<file path="config.mk">
export PLATFORM = sky130hd
export DESIGN_NAME = sorted_insert_deque
export DESIGN_NICKNAME = d
export VERILOG_FILES = /design/src/sv/sid_pkg.sv /design/src/sv/sid_cell.sv /design/src/sv/sorted_insert_deque.sv
export SDC_FILE = /design/constraint.sdc
export NUM_CORES = 2
export LEC_CHECK = 0
export ABC_CLOCK_PERIOD_IN_PS = 5800
export BUFFER_PORTS_ARGS = -buffer_cell sky130_fd_sc_hd__buf_2
export CAP_MARGIN = 20
export CORE_MARGIN = 1.5
export CORE_UTILIZATION = 45
export DETAILED_ROUTE_END_ITERATION = 16
export PLACE_DENSITY = 0.74
export SYNTH_ARGS = -nofsm -noshare
export SYNTH_HDL_FRONTEND = slang
export SYNTH_SLANG_ARGS = --single-unit
</file>
<file path="constraint.sdc">
create_clock -name clk_i -period 5.8 [get_ports clk_i]
set_input_delay 1.16 -clock clk_i [delete_from_list [all_inputs] [get_ports clk_i]]
set_output_delay 1.16 -clock clk_i [all_outputs]
set_load 0.01 [all_outputs]
</file>
<file path="src/sv/sid_pkg.sv">
package sid_pkg;

  localparam int unsigned DEFAULT_DEPTH = 16;
  localparam int unsigned WORD_W        = 32;
  localparam int unsigned OP_W          = 3;
  localparam int unsigned POS_W         = 4;
  localparam int unsigned STATUS_W      = 2;
  localparam int unsigned TOTAL_W       = 5;

  typedef enum logic [OP_W-1:0] {
    OP_APPEND = 3'd0,
    OP_PUSH   = 3'd1,
    OP_POP    = 3'd2,
    OP_INSERT = 3'd3,
    OP_READ   = 3'd4,
    OP_COUNT  = 3'd5
  } op_e;

  typedef enum logic [STATUS_W-1:0] {
    ST_OK    = 2'd0,
    ST_EMPTY = 2'd1,
    ST_RANGE = 2'd2,
    ST_FULL  = 2'd3
  } status_e;

  typedef enum logic [2:0] {
    MODE_HOLD,
    MODE_ADD_HEAD,
    MODE_ADD_TAIL,
    MODE_ADD_SORT,
    MODE_POP
  } cell_mode_e;

  typedef struct packed {
    cell_mode_e mode;
    logic       cmp_signed;
  } cell_ctrl_t;

endpackage

</file>
<file path="src/sv/sid_cell.sv">
module sid_cell #(
  parameter int unsigned IDX   = 0,
  parameter int unsigned CNT_W = 5
) (
  input  logic                      clk_i,
  input  sid_pkg::cell_ctrl_t       ctrl_i,
  input  logic [sid_pkg::WORD_W-1:0] word_i,
  input  logic [CNT_W-1:0]          cnt_i,
  input  logic [sid_pkg::WORD_W-1:0] left_data_i,
  input  logic [sid_pkg::WORD_W-1:0] right_data_i,
  input  logic                      found_i,
  output logic                      found_o,
  output logic [sid_pkg::WORD_W-1:0] data_o
);
  import sid_pkg::*;

  logic [WORD_W-1:0] data_q, data_d;
  logic              valid;
  logic              greater;
  logic              mark;

  assign valid   = CNT_W'(IDX) < cnt_i;
  assign greater = {data_q[WORD_W-1] ^ ctrl_i.cmp_signed, data_q[WORD_W-2:0]} >
                   {word_i[WORD_W-1] ^ ctrl_i.cmp_signed, word_i[WORD_W-2:0]};

  always_comb begin
    unique case (ctrl_i.mode)
      MODE_ADD_HEAD: mark = 1'b1;
      MODE_ADD_TAIL: mark = !valid;
      MODE_ADD_SORT: mark = !valid || greater;
      default:       mark = 1'b0;
    endcase
  end

  assign found_o = found_i | mark;

  always_comb begin
    data_d = data_q;
    unique case (ctrl_i.mode) inside
      MODE_ADD_HEAD, MODE_ADD_TAIL, MODE_ADD_SORT: begin
        if (found_i) begin
          data_d = left_data_i;
        end else if (mark) begin
          data_d = word_i;
        end
      end
      MODE_POP: data_d = right_data_i;
      default:  data_d = data_q;
    endcase
  end

  always_ff @(posedge clk_i) begin
    data_q <= data_d;
  end

  assign data_o = data_q;

endmodule

</file>
<file path="src/sv/sorted_insert_deque.sv">
// Sorted insert deque: a bounded ordered store of 32-bit words held in a
// row of cells, one word per cell, position 0 at the head.
// Command channel: drive operation_i, entry_data_i and position_i with
// start_i; a command transfers at a rising edge with start_i high and
// busy_o low. busy_o stays low, so a command may transfer every cycle.
// Operations: append at tail, push at head, pop head, sorted insert,
// read a position, read the count.
// Result channel: the cycle after each command transfer, done_o is high
// for exactly one cycle with read_data_o, status_o and entry_total_o.
// Throughput is one command per cycle; every cell shifts, loads or holds
// at the transfer edge, on an add as the insert-point flag ripples along
// the cells. The receiver cannot stall: done_o marks a result for one
// cycle only. compare_signed is written through cfg_we_i and cfg_data_i;
// the user does so only while idle, which the block does not enforce.
// Reset clears the count, done_o and compare_signed; stored words are
// undefined until written and are never read before.
module sorted_insert_deque #(
  parameter int unsigned DEPTH = sid_pkg::DEFAULT_DEPTH
) (
  input  logic                         clk_i,
  input  logic                         rst_ni,
  input  logic                         start_i,
  output logic                         busy_o,
  input  logic [sid_pkg::OP_W-1:0]     operation_i,
  input  logic [sid_pkg::WORD_W-1:0]   entry_data_i,
  input  logic [sid_pkg::POS_W-1:0]    position_i,
  input  logic                         cfg_we_i,
  input  logic                         cfg_data_i,
  output logic                         done_o,
  output logic [sid_pkg::WORD_W-1:0]   read_data_o,
  output logic [sid_pkg::STATUS_W-1:0] status_o,
  output logic [sid_pkg::TOTAL_W-1:0]  entry_total_o
);
  import sid_pkg::*;

  localparam int unsigned CNT_W = $clog2(DEPTH + 1);

  logic [CNT_W-1:0]  cnt_q, cnt_d;
  logic              cmp_signed_q;
  logic              done_q;
  logic [WORD_W-1:0] rdata_q, rdata_d;
  status_e           status_q, status_d;
  logic [TOTAL_W-1:0] total_q;

  logic              xfer;
  logic              full;
  logic              empty;
  logic              pos_ok;
  logic [WORD_W-1:0] pos_data;
  cell_ctrl_t        ctrl;

  logic [WORD_W-1:0] cell_data [DEPTH];
  logic [DEPTH:0]    found;

  assign busy_o = 1'b0;
  assign xfer   = start_i && !busy_o;
  assign full   = cnt_q == CNT_W'(DEPTH);
  assign empty  = cnt_q == '0;
  assign pos_ok = (32'(position_i) < 32'(cnt_q)) && (32'(position_i) < DEPTH);

  always_comb begin
    pos_data = '0;
    for (int i = 0; i < DEPTH; i++) begin
      if (32'(position_i) == i) begin
        pos_data = cell_data[i];
      end
    end
  end

  always_comb begin
    ctrl.cmp_signed = cmp_signed_q;
    ctrl.mode       = MODE_HOLD;
    cnt_d           = cnt_q;
    rdata_d         = '0;
    status_d        = ST_OK;
    if (xfer) begin
      unique case (operation_i) inside
        OP_APPEND, OP_PUSH, OP_INSERT: begin
          if (full) begin
            status_d = ST_FULL;
          end else begin
            cnt_d = cnt_q + 1'b1;
            if (operation_i == OP_APPEND) begin
              ctrl.mode = MODE_ADD_TAIL;
            end else if (operation_i == OP_PUSH) begin
              ctrl.mode = MODE_ADD_HEAD;
            end else begin
              ctrl.mode = MODE_ADD_SORT;
            end
          end
        end
        OP_POP: begin
          if (empty) begin
            status_d = ST_EMPTY;
          end else begin
            ctrl.mode = MODE_POP;
            cnt_d     = cnt_q - 1'b1;
            rdata_d   = cell_data[0];
          end
        end
        OP_READ: begin
          if (pos_ok) begin
            rdata_d = pos_data;
          end else begin
            status_d = ST_RANGE;
          end
        end
        default: begin
        end
      endcase
    end
  end

  assign found[0] = 1'b0;

  for (genvar g = 0; g < DEPTH; g++) begin : g_cell
    logic [WORD_W-1:0] left_data;
    logic [WORD_W-1:0] right_data;

    if (g == 0) begin : g_head
      assign left_data = entry_data_i;
    end else begin : g_mid
      assign left_data = cell_data[g-1];
    end

    if (g == DEPTH - 1) begin : g_tail
      assign right_data = entry_data_i;
    end else begin : g_inner
      assign right_data = cell_data[g+1];
    end

    sid_cell #(
      .IDX  (g),
      .CNT_W(CNT_W)
    ) u_cell (
      .clk_i       (clk_i),
      .ctrl_i      (ctrl),
      .word_i      (entry_data_i),
      .cnt_i       (cnt_q),
      .left_data_i (left_data),
      .right_data_i(right_data),
      .found_i     (found[g]),
      .found_o     (found[g+1]),
      .data_o      (cell_data[g])
    );
  end

  always_ff @(posedge clk_i or negedge rst_ni) begin
    if (!rst_ni) begin
      cnt_q        <= '0;
      cmp_signed_q <= 1'b0;
      done_q       <= 1'b0;
    end else begin
      cnt_q  <= cnt_d;
      done_q <= xfer;
      if (cfg_we_i) begin
        cmp_signed_q <= cfg_data_i;
      end
    end
  end

  always_ff @(posedge clk_i) begin
    if (xfer) begin
      rdata_q  <= rdata_d;
      status_q <= status_d;
      total_q  <= TOTAL_W'(cnt_d);
    end
  end

  assign done_o        = done_q;
  assign read_data_o   = rdata_q;
  assign status_o      = status_q;
  assign entry_total_o = total_q;

  a_cnt_bound: assert property (@(posedge clk_i) disable iff (!rst_ni)
    32'(cnt_q) <= DEPTH)
    else $error("count above depth");

  a_done_follows: assert property (@(posedge clk_i) disable iff (!rst_ni)
    xfer |=> done_o)
    else $error("result strobe missing");

  a_pop_empty: assert property (@(posedge clk_i) disable iff (!rst_ni)
    xfer && operation_i == OP_POP && empty |=> status_o == ST_EMPTY && read_data_o == '0)
    else $error("pop from empty store misreported");

  a_add_grows: assert property (@(posedge clk_i) disable iff (!rst_ni)
    xfer && !full && (operation_i == OP_APPEND || operation_i == OP_PUSH ||
    operation_i == OP_INSERT) |=> cnt_q == $past(cnt_q) + 1'b1)
    else $error("add did not advance count");

  a_full_hold: assert property (@(posedge clk_i) disable iff (!rst_ni)
    xfer && full && (operation_i == OP_APPEND || operation_i == OP_PUSH ||
    operation_i == OP_INSERT) |=> status_o == ST_FULL && $stable(cnt_q))
    else $error("add to full store not dropped");

endmodule
</file>
==> flow_summary.json <==
{
  "ys_types": 88,
  "switching_share_pct": 41.38,
  "core_area_mm2": 0.09473,
  "start_util_pct": 45.27,
  "cts_sinks": 558,
  "synthTopCellsByCount": "edfxtp_1, ha_1, nand2_1, o21ai_0, a21oi_1",
  "grt_max_degree": 83,
  "finalCriticalPeriod_ns": 5.549,
  "grt_pass1_vias": 39272,
  "skew_ns": 0.02731,
  "synth-simple-area-share_pct": 11.85,
  "critPathBufInv": 3,
  "postCtsHoldBufs": 0,
  "numCtsBuffers": 69,
  "drt_iter0_markers": 7629,
  "synth_top_area_share_pct": 38.59,
  "synth_seq_area_share_pct": 39.00,
  "fp-row-count": 113,
  "synth_nets": 4860,
  "slew_viol_final": 0,
  "status": "completed",
  "power_density_mw_per_mm2": 398.2,
  "synth_top_family_by_area": "compound AO/OA/AOI/OAI gates",
  "r2r_cells": 14,
  "first_pass_iters": 9,
  "io_buffers": 83,
  "cts_resized": 0,
  "avgSynthCellArea_um2": 9.979,
  "min_path_type": "input pin to async pin",
  "layout-drive-gt1-share_pct": 14.48,
  "max-slew-margin-rel_pct": 17.31,
  "power.leakage_nw": 19.96,
  "p_switching_mw": 8.166,
  "regToRegEndpoint": "g_cell[11].u_cell.data_o[24]",
  "p_int_mw": 11.57,
  "period_share_pct": 95.68,
  "power.total_mw": 19.73,
  "crit_slowest_cell": "dfrtp_1",
  "nNetsFinal": 5091,
  "drt_wl_total_um": 206100,
  "synthXorXnorAreaFrac_pct": 0.4289,
  "fmax_mhz": 180.2,
  "syn_to_final_growth_pct": 15.56,
  "place_inst": 5722,
  "cts_tree": "done",
  "ff2ff_setup_slack_ns": 0.25,
  "cts_max_level": 3,
  "crit_fanout": 55,
  "post-dp-hpwl_um": 154400,
  "insertion_delay_ns": 0.65,
  "async_reset_ff_share_pct": 1.254,
  "final_cells": 5848,
  "yosysTopAreaCell": "edfxtp_1",
  "path_cells": "xnor2_2 > buf_12 > ha_1 > nand4_1 > or4_1 > o41ai_1 > a21oi_1 > o41ai_4 > nand3_2 > buf_4 > nor4_4 > buf_4 > a21boi_0 > a221o_1",
  "timing.rr.start": "cmp_signed_q",
  "cts_root_buf": "clkbuf_16",
  "antenna_found_initial": 14,
  "synthTopCellsByArea": "edfxtp_1, ha_1, o21ai_0",
  "synth_edf_count": 551,
  "synth_compound_area_share_pct": 22.58,
  "cts_buffer_depth": 3,
  "drc": 0,
  "place_area_mm2": 0.04732,
  "place.gp.congestion": 1.124,
  "die_w_um": 311.7,
  "synth_area_mm2": 0.04288,
  "crit_family": "simple AND/OR/NAND/NOR gates",
  "arrival_ns": 5.94,
  "fp.dieArea_mm2": 0.09715,
  "setup_viol_count_final": 0,
  "synthAdderAreaFrac_pct": 15.14,
  "peakVddDrop_mv": 0.2143,
  "rsz0062_at_grt": "no",
  "path_common_cell": "buf_4",
  "critPathCaptureType": "flip-flop",
  "cp-start-kind": "flip-flop",
  "ant_nets": 0,
  "final_cell_area_mm2": 0.04955,
  "wl_per_cell_um": 35.25,
  "cp.required_ns": 6.19,
  "synthMuxAreaShare_pct": 7.549,
  "via_per_inst": 7.199,
  "vias": 42099,
  "grt_pass1_wl_um": 288600,
  "grt_use_total_pct": 41.23,
  "hold_violations": 0,
  "fin_tns_setup_ns": 0,
  "clockPowerShare_pct": 22.5,
  "pwr-share-seq_pct": 36.4,
  "cts_setup_buffers": 0,
  "clk_pin_slew_ns": 0.06,
  "grt.overflow.total": 0,
  "yosysWarningCount": 0,
  "fillCellCount": 8566,
  "syn_inst": 4297,
  "fp.dieH_um": 311.7,
  "ys.flop_type": "edfxtp_1",
  "ioPinCount": 85,
  "worstMarginPinSlew_ns": 1.209,
  "cap_violations": 0,
  "yosysMostFrequentCell": "edfxtp_1",
  "critPathMaxStageDelay_ns": 0.86,
  "ys_ff_latch": 558,
  "crit_type": "flip-flop to flip-flop",
  "comb_power_share_pct": 41.1,
  "final_core_util_pct": 52.31
}
## state kept, by name, indices dropped and copies added (netlist names)
signal	count
cmp_signed_q	1
cnt_q	5
done_o	1
entry_total_o	5
g_cell.u_cell.data_o	512
read_data_o	32
status_o	2
## cells by family after synthesis
family                   after synthesis
buffers and inverters                371
XOR/XNOR                              21
flip-flops                           558
multiplexers                         284
AO/OA/AOI/OAI                       1461
other                                  1
AND/OR/NAND/NOR                     1082
adder cells (fa/ha/maj)              519
## cells in the final DEF, fill, tap and decap left out, drive strengths merged, types with 155 or more instances in the layout
master  instances
edfxtp        551
o21ai         446
ha            519
nand2         455
buf           444
a221o         155
a21oi         278
nor2          225
mux2i         221
## stage by stage
step | setup WS (ns) | hold slack, ns
final | 0.2507 | 0.3390
after global routing | 0.3416 | 0.3553
after CTS | 0.4679 | 0.3207
after detailed placement | 0.05760 | 0.5677
after global placement | -0.08249 | 0.5638
after floorplan | 0.05779 | 0.5397
## worst register-to-register path: cells and delay by family, from the launching register on
family          cells  cell delay, ns
compound gates      5            1.29
simple gates        4            1.54
flops               1            0.86
fa+ha+maj           1            0.34
buf+inv             3            0.98
xor+xnor            1            0.28
## power groups by stage
stage | clock (mW) | combinational, mW | sequential [mW]
final | 4.43 | 8.12 | 7.18
after global routing | 4.57 | 8.44 | 7.20
after CTS | 4.44 | 7.72 | 7.07
after global placement | 0 | 7.49 | 7.14
after floorplan | 0 | 4.54 | 6.51
after detailed placement | 0 | 7.67 | 7.15
## metal layers
metal  track usage, %  vias up  share of wire [%]
met4            24.14       20                7.4
met3            15.78      878                 17
met1            53.89    20068                 36
li1                 -    17270                  -
met5                0        -              0.057
met2            57.66     3863                 40
## worst max-delay path by stage
stage,slack (ns),depth (start not counted),to,startpoint
after floorplan,0.06,14,g_cell[15].u_cell.data_o[0],entry_data_i[31]
final,0.25,14,g_cell[11].u_cell.data_o[24],cmp_signed_q
after global routing,0.34,15,g_cell[11].u_cell.data_o[24],cmp_signed_q
after CTS,0.47,14,g_cell[11].u_cell.data_o[24],cmp_signed_q
after detailed placement,0.06,16,g_cell[11].u_cell.data_o[24],entry_data_i[20]
after global placement,-0.08,15,g_cell[12].u_cell.data_o[0],entry_data_i[24]
## final cells by class
type / instances / area, um2 / area share [%]
sequential: 558 / 16720 / 33.74
antenna: 3 / 7.507 / 0.01515
timing repair buffer: 444 / 3765 / 7.598
clock buffer: 91 / 1894 / 3.823
tap: 1265 / 1583 / 3.194
clock inverter: 32 / 330.3 / 0.6666
inverter: 87 / 326.6 / 0.6590
multi-input combinational: 3368 / 24930 / 50.30
No activity file was read; power rests on OpenSTA's default activity.
